<file path="src/hw/rtl/gss_pkg.sv">
package gss_pkg;

	localparam int POS_W = 32;
	localparam int VAL_W = 47;
	localparam int TOL_W = 31;

	localparam logic [TOL_W-1:0] TOL_RESET = 31'd66;

	// Golden ratio conjugate 0.618 in Q0.16, truncated.
	localparam logic [15:0] GOLD_Q16 = 16'd40503;
	localparam int GOLD_FRAC = 16;

	localparam logic [VAL_W-1:0] VALUE_MAX = {VAL_W{1'b1}};

	// One search interval travelling around the cell ring.
	typedef struct packed {
		logic valid;
		logic done;
		logic signed [POS_W-1:0] lo;
		logic signed [POS_W-1:0] hi;
	} gss_tok_t;

endpackage

</file>
<file path="src/hw/rtl/golden_section_minimizer_top.sv">
// Timing: each narrowing step passes through the registered stages of one cell in a ring of
// NUM_CELLS cells; after the final width test the request finishes its trip round the ring, then
// passes the finishing pipeline to the output, and each pass that finds the finishing stage
// still busy costs it one more trip round the ring.
// Throughput: one request in the ring at a time; the next is accepted once the previous
// one leaves the ring. Reset: clears the ring and valid flags, tolerance becomes 66.
module golden_section_minimizer_top import gss_pkg::*; #(
	parameter int FRAC_BITS = 16,
	parameter int NUM_CELLS = 2
) (
	input  logic                    clk,
	input  logic                    arst_n,
	input  logic                    cfg_valid,
	output logic                    cfg_ready,
	input  logic [TOL_W-1:0]        cfg_data,
	input  logic                    in_valid,
	output logic                    in_ready,
	input  logic signed [POS_W-1:0] left_end,
	input  logic signed [POS_W-1:0] right_end,
	output logic                    out_valid,
	input  logic                    out_ready,
	output logic signed [POS_W-1:0] min_position,
	output logic [VAL_W-1:0]        min_value
);

	logic [TOL_W-1:0] tol_q;
	logic             ring_busy_q;
	logic             in_fire;
	logic             fin_free;
	logic             leave;
	gss_tok_t         ring_in;
	gss_tok_t         last;
	gss_tok_t         link [NUM_CELLS];

	assign cfg_ready = 1'b1;

	always_ff @(posedge clk or negedge arst_n) begin
		if (!arst_n) begin
			tol_q <= TOL_RESET;
		end else if (cfg_valid) begin
			tol_q <= cfg_data;
		end
	end

	assign in_ready = !ring_busy_q;
	assign in_fire  = in_valid && in_ready;
	assign last     = link[NUM_CELLS-1];

	// A finished request keeps circling until the finishing pipeline is empty.
	assign leave = last.valid && last.done && fin_free;

	always_comb begin
		if (in_fire) begin
			ring_in.valid = 1'b1;
			ring_in.done  = 1'b0;
			ring_in.lo    = left_end;
			ring_in.hi    = right_end;
		end else if (leave) begin
			ring_in = '0;
		end else begin
			ring_in = last;
		end
	end

	always_ff @(posedge clk or negedge arst_n) begin
		if (!arst_n) begin
			ring_busy_q <= 1'b0;
		end else if (in_fire) begin
			ring_busy_q <= 1'b1;
		end else if (leave) begin
			ring_busy_q <= 1'b0;
		end
	end

	for (genvar i = 0; i < NUM_CELLS; i++) begin : g_cell
		if (i == 0) begin : g_first
			gss_cell #(
				.FRAC_BITS(FRAC_BITS)
			) u_cell (
				.clk    (clk),
				.arst_n (arst_n),
				.tol    (tol_q),
				.tok_in (ring_in),
				.tok_out(link[i])
			);
		end else begin : g_next
			gss_cell #(
				.FRAC_BITS(FRAC_BITS)
			) u_cell (
				.clk    (clk),
				.arst_n (arst_n),
				.tol    (tol_q),
				.tok_in (link[i-1]),
				.tok_out(link[i])
			);
		end
	end

	gss_finish #(
		.FRAC_BITS(FRAC_BITS)
	) u_finish (
		.clk         (clk),
		.arst_n      (arst_n),
		.start       (leave),
		.tok         (last),
		.out_ready   (out_ready),
		.free        (fin_free),
		.out_valid   (out_valid),
		.min_position(min_position),
		.min_value   (min_value)
	);

endmodule

</file>
<file path="src/hw/rtl/gss_cell.sv">
module gss_cell import gss_pkg::*; #(
	parameter int FRAC_BITS = 16
) (
	input  logic             clk,
	input  logic             arst_n,
	input  logic [TOL_W-1:0] tol,
	input  gss_tok_t         tok_in,
	output gss_tok_t         tok_out
);

	localparam logic [POS_W:0] TWO_Q = 33'd2 << FRAC_BITS;

	logic signed [POS_W:0] width;
	logic                  cont;
	gss_tok_t              tok_s1;
	gss_tok_t              tok_s2;
	gss_tok_t              tok_s3;
	gss_tok_t              nxt;
	logic [POS_W-1:0]      width_s1;
	logic [POS_W-1:0]      d_s2;
	logic [POS_W+15:0]     prod;
	logic [POS_W-1:0]      x1;
	logic [POS_W-1:0]      x2;
	logic [POS_W:0]        dif1;
	logic [POS_W:0]        dif2;
	logic [POS_W:0]        neg1;
	logic [POS_W:0]        neg2;
	logic [POS_W-1:0]      a1;
	logic [POS_W-1:0]      a2;

	// Stage 1: interval width and the termination test.
	always_comb begin
		width = {tok_in.hi[POS_W-1], tok_in.hi} - {tok_in.lo[POS_W-1], tok_in.lo};
		cont  = tok_in.valid && !tok_in.done && (width > $signed({2'b00, tol}));
	end

	always_ff @(posedge clk or negedge arst_n) begin
		if (!arst_n) begin
			tok_s1   <= '0;
			width_s1 <= '0;
		end else begin
			tok_s1   <= '{valid: tok_in.valid, done: !cont, lo: tok_in.lo, hi: tok_in.hi};
			width_s1 <= width[POS_W-1:0];
		end
	end

	// Stage 2: step length d = width * 0.618, truncated.
	assign prod = (POS_W + 16)'(width_s1) * (POS_W + 16)'(GOLD_Q16);

	always_ff @(posedge clk or negedge arst_n) begin
		if (!arst_n) begin
			tok_s2 <= '0;
			d_s2   <= '0;
		end else begin
			tok_s2 <= tok_s1;
			d_s2   <= prod[POS_W+GOLD_FRAC-1:GOLD_FRAC];
		end
	end

	// Stage 3: interior points stay inside the interval, so 32-bit wrap is exact.
	always_comb begin
		x1   = tok_s2.hi - d_s2;
		x2   = tok_s2.lo + d_s2;
		dif1 = {x1[POS_W-1], x1} - TWO_Q;
		dif2 = {x2[POS_W-1], x2} - TWO_Q;
		neg1 = '0 - dif1;
		neg2 = '0 - dif2;
		a1   = dif1[POS_W] ? neg1[POS_W-1:0] : dif1[POS_W-1:0];
		a2   = dif2[POS_W] ? neg2[POS_W-1:0] : dif2[POS_W-1:0];
		nxt  = tok_s2;
		if (tok_s2.valid && !tok_s2.done) begin
			if (a1 < a2) begin
				nxt.hi = x2;
			end else if (a1 > a2) begin
				nxt.lo = x1;
			end else begin
				nxt.lo = x1;
				nxt.hi = x2;
			end
		end
	end

	always_ff @(posedge clk or negedge arst_n) begin
		if (!arst_n) begin
			tok_s3 <= '0;
		end else begin
			tok_s3 <= nxt;
		end
	end

	assign tok_out = tok_s3;

endmodule

</file>
<file path="src/hw/rtl/gss_finish.sv">
module gss_finish import gss_pkg::*; #(
	parameter int FRAC_BITS = 16
) (
	input  logic                    clk,
	input  logic                    arst_n,
	input  logic                    start,
	input  gss_tok_t                tok,
	input  logic                    out_ready,
	output logic                    free,
	output logic                    out_valid,
	output logic signed [POS_W-1:0] min_position,
	output logic [VAL_W-1:0]        min_value
);

	localparam logic [POS_W:0] TWO_Q   = 33'd2 << FRAC_BITS;
	localparam logic [63:0]    THREE_Q = 64'd3 << FRAC_BITS;

	logic [POS_W:0]   sum;
	logic [POS_W:0]   dif;
	logic [POS_W:0]   neg;
	logic [POS_W-1:0] ad;
	logic [63:0]      prod;
	logic [63:0]      val;
	logic             sat;

	logic             v_s1;
	logic             v_s2;
	logic             v_s3;
	logic [POS_W-1:0] mid_s1;
	logic [POS_W-1:0] mid_s2;
	logic [POS_W-1:0] mid_s3;
	logic [POS_W-1:0] ad_s2;
	logic [63:0]      prod_s3;
	logic             out_valid_q;
	logic [POS_W-1:0] min_position_q;
	logic [VAL_W-1:0] min_value_q;

	always_comb begin
		sum  = {tok.lo[POS_W-1], tok.lo} + {tok.hi[POS_W-1], tok.hi};
		dif  = {mid_s1[POS_W-1], mid_s1} - TWO_Q;
		neg  = '0 - dif;
		ad   = dif[POS_W] ? neg[POS_W-1:0] : dif[POS_W-1:0];
		prod = {32'd0, ad_s2} * {32'd0, ad_s2};
		val  = (prod_s3 >> FRAC_BITS) + THREE_Q;
		sat  = |val[63:VAL_W];
	end

	always_ff @(posedge clk or negedge arst_n) begin
		if (!arst_n) begin
			v_s1        <= 1'b0;
			v_s2        <= 1'b0;
			v_s3        <= 1'b0;
			out_valid_q <= 1'b0;
		end else begin
			v_s1 <= start;
			v_s2 <= v_s1;
			v_s3 <= v_s2;
			if (v_s3) begin
				out_valid_q <= 1'b1;
			end else if (out_ready) begin
				out_valid_q <= 1'b0;
			end
		end
	end

	// Floor of the midpoint is the sum shifted right arithmetically.
	always_ff @(posedge clk) begin
		mid_s1  <= sum[POS_W:1];
		mid_s2  <= mid_s1;
		ad_s2   <= ad;
		mid_s3  <= mid_s2;
		prod_s3 <= prod;
		if (v_s3) begin
			min_position_q <= mid_s3;
			min_value_q    <= sat ? VALUE_MAX : val[VAL_W-1:0];
		end
	end

	assign free         = !(v_s1 || v_s2 || v_s3 || out_valid_q);
	assign out_valid    = out_valid_q;
	assign min_position = min_position_q;
	assign min_value    = min_value_q;

endmodule
</file>
<file path="config.mk">
export PLATFORM = sky130hd
export DESIGN_NAME = golden_section_minimizer_top
export DESIGN_NICKNAME = d
export VERILOG_FILES = /design/src/hw/rtl/gss_pkg.sv /design/src/hw/rtl/golden_section_minimizer_top.sv /design/src/hw/rtl/gss_cell.sv /design/src/hw/rtl/gss_finish.sv
export SDC_FILE = /design/constraint.sdc
export NUM_CORES = 2
export LEC_CHECK = 0
export ABC_AREA = 1
export BUFFER_PORTS_ARGS = -buffer_cell sky130_fd_sc_hd__buf_2
export CAP_MARGIN = 20
export CORE_MARGIN = 4
export CORE_UTILIZATION = 40
export CTS_CLUSTER_SIZE = 14
export DETAILED_ROUTE_END_ITERATION = 10
export PLACE_DENSITY = 0.58
export SLEW_MARGIN = 30
export SYNTH_ARGS = -nofsm -noshare
export SYNTH_HDL_FRONTEND = slang
export SYNTH_SLANG_ARGS = --single-unit
</file>
<file path="constraint.sdc">
create_clock -name clk -period 10.13 [get_ports clk]
set_input_delay 0.5065 -clock clk [delete_from_list [all_inputs] [get_ports clk]]
set_output_delay 0.5065 -clock clk [all_outputs]
set_load 0.05 [all_outputs]
</file>
== Yosys cells after proc, flatten, opt, wreduce, memory -nomap -nowiden ==
Index checks and enable logic that the tools add are counted.
Storage, ports and cells
  register bits after elaboration: 831
  input port bits: 100
  output and inout port bits: 82
  word-level logic and storage cells: 110
Operators by class
  add/sub/neg operators: 18
  multipliers: 3
  $lt $le $gt $ge: 6
  mux-type cells: 19
  reduce and logical (&&, ||, !) cells: 23
Operator list (count)
  32-bit two-way mux: 11
  32-bit by 19-bit subtractor with 33-bit output (second input constant): 5
  1-bit by 32-bit subtractor with 32-bit output (first input constant): 5
  66-bit two-way mux: 2
  64-bit two-way mux: 2
  32-bit by 16-bit multiplier with 48-bit output (second input constant): 2
  33-bit by 32-bit greater-than comparator with 1-bit output: 2
  32-bit by 32-bit subtractor with 33-bit output: 2
  32-bit adder: 2
  32-bit greater-than comparator: 2
  32-bit < comparator: 2
  32-bit by 32-bit multiplier with 64-bit output: 1
  32-bit subtractor: 2
  48-bit by 18-bit adder with 49-bit output (second input constant): 1
  32-bit by 32-bit adder with 33-bit output: 1
  17-bit OR reduction: 1
  1-bit logical AND: 9
  1-bit zero test: 8
  1-bit two-way mux: 4
  2-bit nonzero test: 2
  1-bit logical OR: 3

== Depth between registers and ports, before layout ==
  depth after elaboration: 11
  mapped depth: 43

== By module ==
A second synthesis with hierarchy kept.
Second synthesis, totals
  cells, all modules: 12312
  area total of the unflattened synthesis: 98680.9 µm²
Modules (own cells, without submodules)
  gss_finish: times used 1, cells each 4987, area an instance 41213.3 µm²
  gss_cell (g_cell[1].g_next.u_cell): times used 1, cells each 3455, area an instance 27615.2 µm²
  gss_cell (g_cell[0].g_first.u_cell): times used 1, cells each 3512, area an instance 27582.7 µm²
  golden_section_minimizer_top: times used 1, cells each 358, area an instance 2269.7 µm²

== Worst setup path after synthesis ==
OpenSTA, ideal clock, no wires.
  path type: reg-to-reg
  from: register u_finish.ad_s2[4]
  to: register u_finish.prod_s3[51]
  library setup time: 121 ps
  arrival: 6556 ps
  data required time: 10009 ps
  setup slack: 3453 ps
  cell stages (with the launch flop): 28
  clock period less this slack: 6677 ps
  path through: dfxtp_1 -> clkbuf_1 -> nand2_1 -> fa_1 -> inv_1 -> fa_1 -> inv_1 -> fa_1 -> fa_1 -> inv_1 -> fa_1 -> inv_1 -> fa_1 -> inv_1 -> fa_1 -> fa_1 -> ha_1 -> a21oi_1 -> inv_1 -> a31oi_1 -> nand2_1 -> a21oi_1 -> nand2_1 -> a21oi_1 -> o21ai_0 -> nand3_1 -> nand2_1 -> xor2_1
On the way
  cells in the longest elaborated chain, start to end: 1
RTL lines
  start: declaration: RTL line gss_finish.sv:32  | logic [POS_W-1:0] ad_s2;
  start signal: assignment: RTL line gss_finish.sv:70  | ad_s2 <= ad;
  32-bit by 32-bit multiplier with 64-bit output: RTL line gss_finish.sv:43  | prod = {32'd0, ad_s2} * {32'd0, ad_s2};
  named net u_finish.prod[51]: RTL line gss_finish.sv:22  | logic [63:0] prod;
  end signal: assignment: RTL line gss_finish.sv:72  | prod_s3 <= prod;
  end: declaration: RTL line gss_finish.sv:33  | logic [63:0] prod_s3;
The timed path passes the listed nets, and every way through them passes these cells.
A chain may end at the register's enable or synchronous reset.

== Worst setup path after layout ==
  from: register u_finish.ad_s2[10]
  to: register u_finish.prod_s3[58]
Same word-level chain as after synthesis.

==> impl_metrics.yaml <==
routing:
  detail_route.wl_per_cell_um: 21.44
  drt_pre_antenna_iters: 6
  wirelength_um: 324300
  vias_per_cell: 5.039
  drcViolationCount: 0
  vias: 76230
  postRouteAntennaNets: 0
  initialDrtViolationCount: 5816
yosys:
  syn_avg_cell_area_um2: 8.238
  yosys_warnings: 0
  post_synthesis_instance_area_mm2: 0.09609
  synthFlopType: "sky130_fd_sc_hd__dfrtp_1"
  syn-num-nets: 14050
  post_synth_num_cell_types: 72
  synthArstFlopShare_pct: 68.80
  synthDominantAreaCellType: "sky130_fd_sc_hd__fa_1"
  post-synth-top-area-fraction_pct: 26.46
  yosys.cell_count.top_type: "sky130_fd_sc_hd__inv_1"
  synth.area.top_cells: "sky130_fd_sc_hd__fa_1 26%, sky130_fd_sc_hd__dfrtp_1 15%, sky130_fd_sc_hd__ha_1 13%, sky130_fd_sc_hd__inv_1 11%, sky130_fd_sc_hd__nand2_1 9.7%"
  share_of_the_yosys_chip_area_belonging_to_registers_pct: 20.70
  synthesis.instances: 11660
  synth_commonest_cells: "2,865 x sky130_fd_sc_hd__inv_1, 2,493 x sky130_fd_sc_hd__nand2_1, 1,270 x sky130_fd_sc_hd__fa_1"
  number_of_synthesized_flops_with_an_enable_pin: 79
  ys_seq_elements: 814
place:
  dp.final_hpwl_um: 282900
  numPortBuffers: 180
  place.gp.congestion: 0.9971
  inst_count_dp: 14910
cells_and_area:
  finalNonFillerCells: 15130
  syn2layout_area_growth_pct: 8.723
  sequential_cell_area_mm2: 0.01990
  drive_above_1_share_pct: 4.962
  nNetsFinal: 14250
  post_layout_util_pct: 43.80
  area_of_combinational_cells_with_multiple_inputs_mm2: 0.06468
  fillerInstances: 23890
worst_setup_path:
  critical-path-slowest-cell: "sky130_fd_sc_hd__dfxtp_1"
  critical_path_required_ns: 10.81
  arrival_ns: 8.74
  setup.worst_path.start_class: "flip-flop"
  path_delay_family: "adder cells"
  cell_repeated_most_along_the_worst_path: "sky130_fd_sc_hd__fa_1"
  endpoint_kind: "flip-flop"
  slowest_stage_delay_cp_ns: 0.65
  critPathKind: "reg -> reg"
  critical_path.max_fanout: 23
  critical_path_buf_inv_count: 7
clock_tree:
  cts_resized: 0
  insertion_delay_ns: 0.77
  clock_sink_count: 814
  root_buffer: "sky130_fd_sc_hd__clkbuf_16"
  number_of_buffers_added_by_the_clock_tree_synthesis_step: 94
  tritoncts: "done"
  cts.path.max_buffers: 3
  clkSlewWorstSetupHoldPaths_ns: 0.06
  clock_tree.htree_level_count: 3
die:
  floorplan.io_pins: 182
  core_region_area_mm2: 0.2385
  starting_utilization_of_the_core_area_pct: 40.29
  std_cell_rows: 179
  floorplan.die_area_mm2: 0.2481
  dieHeight_um: 498.1
  die_w_um: 498.1
sta:
  rsz0062_at_grt: "false"
  worst_pin_slew_ns: 1.021
  layout_min_cycle_time_ns: 8.055
  setup_viol: 0
  highest_clock_rate_mhz: 124.1
  finalClockSkew_ns: 0.06123
  slew_violations: 0
  layout_worst_path_cycle_share_pct: 79.52
  final.hold.worst_slack_ns: 0.05337
  slew_headroom_pct: 31.23
  tns_ns: 0
  hold_violations: 0
global_routing:
  global_route.overflow_total: 0
  first_global_vias: 78930
  largest_net_degree_at_the_start_of_global_routing: 104
  grt_util_all_layers_pct: 26.15
  first_pass_grt_wire_length_um: 492600
  initial_antenna_violation_count: 13
job:
  max_cap_viol_count: 0
hold_path:
  hp-class: "in -> reg"
status:
  status: "finished, final reports clean"
-- per-stage QoR --
| step | setup slack, ns | instance area, um^2 |
|---|---|---|
| 2_1_floorplan | 3.453 | 96090 |
| 3_3_place_gp | 2.147 | 100800 |
| 3_5_place_dp | 1.971 | 100800 |
| 4_1_cts | 1.987 | 104400 |
| 5_1_grt | 1.672 | 104500 |
| 6_report | 2.075 | 104500 |
-- flip-flops by register name, indices dropped and copies added, names as in the netlist, 47 cells and up --
register,flops
g_cell.g_first.u_cell.tok_s1,66
g_cell.g_first.u_cell.tok_s2,64
g_cell.g_next.u_cell.tok_s1,66
u_finish.prod_s3,48
g_cell.g_first.u_cell.tok_out,66
g_cell.g_next.u_cell.tok_s2,64
u_finish.min_value,47
g_cell.g_next.u_cell.tok_out,66
-- repair_timing --
action                    4_1_cts  5_1_grt
hold buffers                   32        0
setup buffers                   0        0
hold endpoints to repair      129        0
-- per-layer routing --
metal / up-vias / wire (um) / global-route usage [%]
li1: 35990 / - / -
met1: 37590 / 148400 / 37.44
met2: 2304 / 146500 / 41.81
met3: 335 / 20660 / 3.757
met4: 6 / 8733 / 6.255
met5: - / 41 / 0
-- worst register-to-register path: cells and delay by family, from the launching register on --
family / cells / cell delay (ns)
adder cells (fa/ha/maj): 9 / 4.56
AND/OR/NAND/NOR: 10 / 1.79
buffers and inverters: 7 / 0.90
XOR/XNOR: 1 / 0.15
flip-flops: 1 / 0.65
-- worst paths after layout --
check	start	to	slack, ns	depth (start not counted)
worst max-delay path	u_finish.ad_s2[10]	u_finish.prod_s3[58]	2.07	27
worst min-delay path	cfg_data[14]	tol_q[14]	0.05	3
worst max register to register	u_finish.ad_s2[10]	u_finish.prod_s3[58]	2.07	27
worst min register to register	g_cell[1].g_next.u_cell.tok_s1[54]	g_cell[1].g_next.u_cell.tok_s2[54]	0.31	0
max in group asynchronous	arst_n	g_cell[0].g_first.u_cell.d_s2[18]	7.63	4
min in group asynchronous	arst_n	g_cell[1].g_next.u_cell.width_s1[2]	0.39	2
-- area by class of cell --
cell class	count	share of cell area [%]
clock buffer	116	2.429
timing repair buffer	277	1.675
sequential	814	19.05
inverter	2886	10.37
antenna	10	0.02395
clock inverter	59	0.7497
multi-input combinational	7798	61.91
tap	3167	3.793
-- cell families (layout without fill, tap and decap cells) --
group	after synthesis	after routing	share of synthesized area [%]
XOR/XNOR	425	425	3.905
AND/OR/NAND/NOR	3929	3929	17.03
multiplexers	1	1	0.01172
other	1	11	0.003902
AO/OA/AOI/OAI	1160	1160	6.699
flip-flops	814	814	20.70
buffers and inverters	3052	3338	12.02
adder cells (fa/ha/maj)	2282	2282	39.63
-- cell usage in the layout (no fill, tap or decap), types with 179 or more instances in the layout --
cell / instances
sky130_fd_sc_hd__buf_2: 179
sky130_fd_sc_hd__inv_1: 2865
sky130_fd_sc_hd__fa_1: 1270
sky130_fd_sc_hd__ha_1: 1012
sky130_fd_sc_hd__dfrtp_1: 557
sky130_fd_sc_hd__nor2_1: 662
sky130_fd_sc_hd__a21oi_1: 475
sky130_fd_sc_hd__xor2_1: 290
sky130_fd_sc_hd__o21ai_0: 364
sky130_fd_sc_hd__nand3_1: 364
sky130_fd_sc_hd__nand2_1: 2492
Power is not shown: default switching activity piles up to over one toggle a cycle in this logic, so the estimate is an artifact.
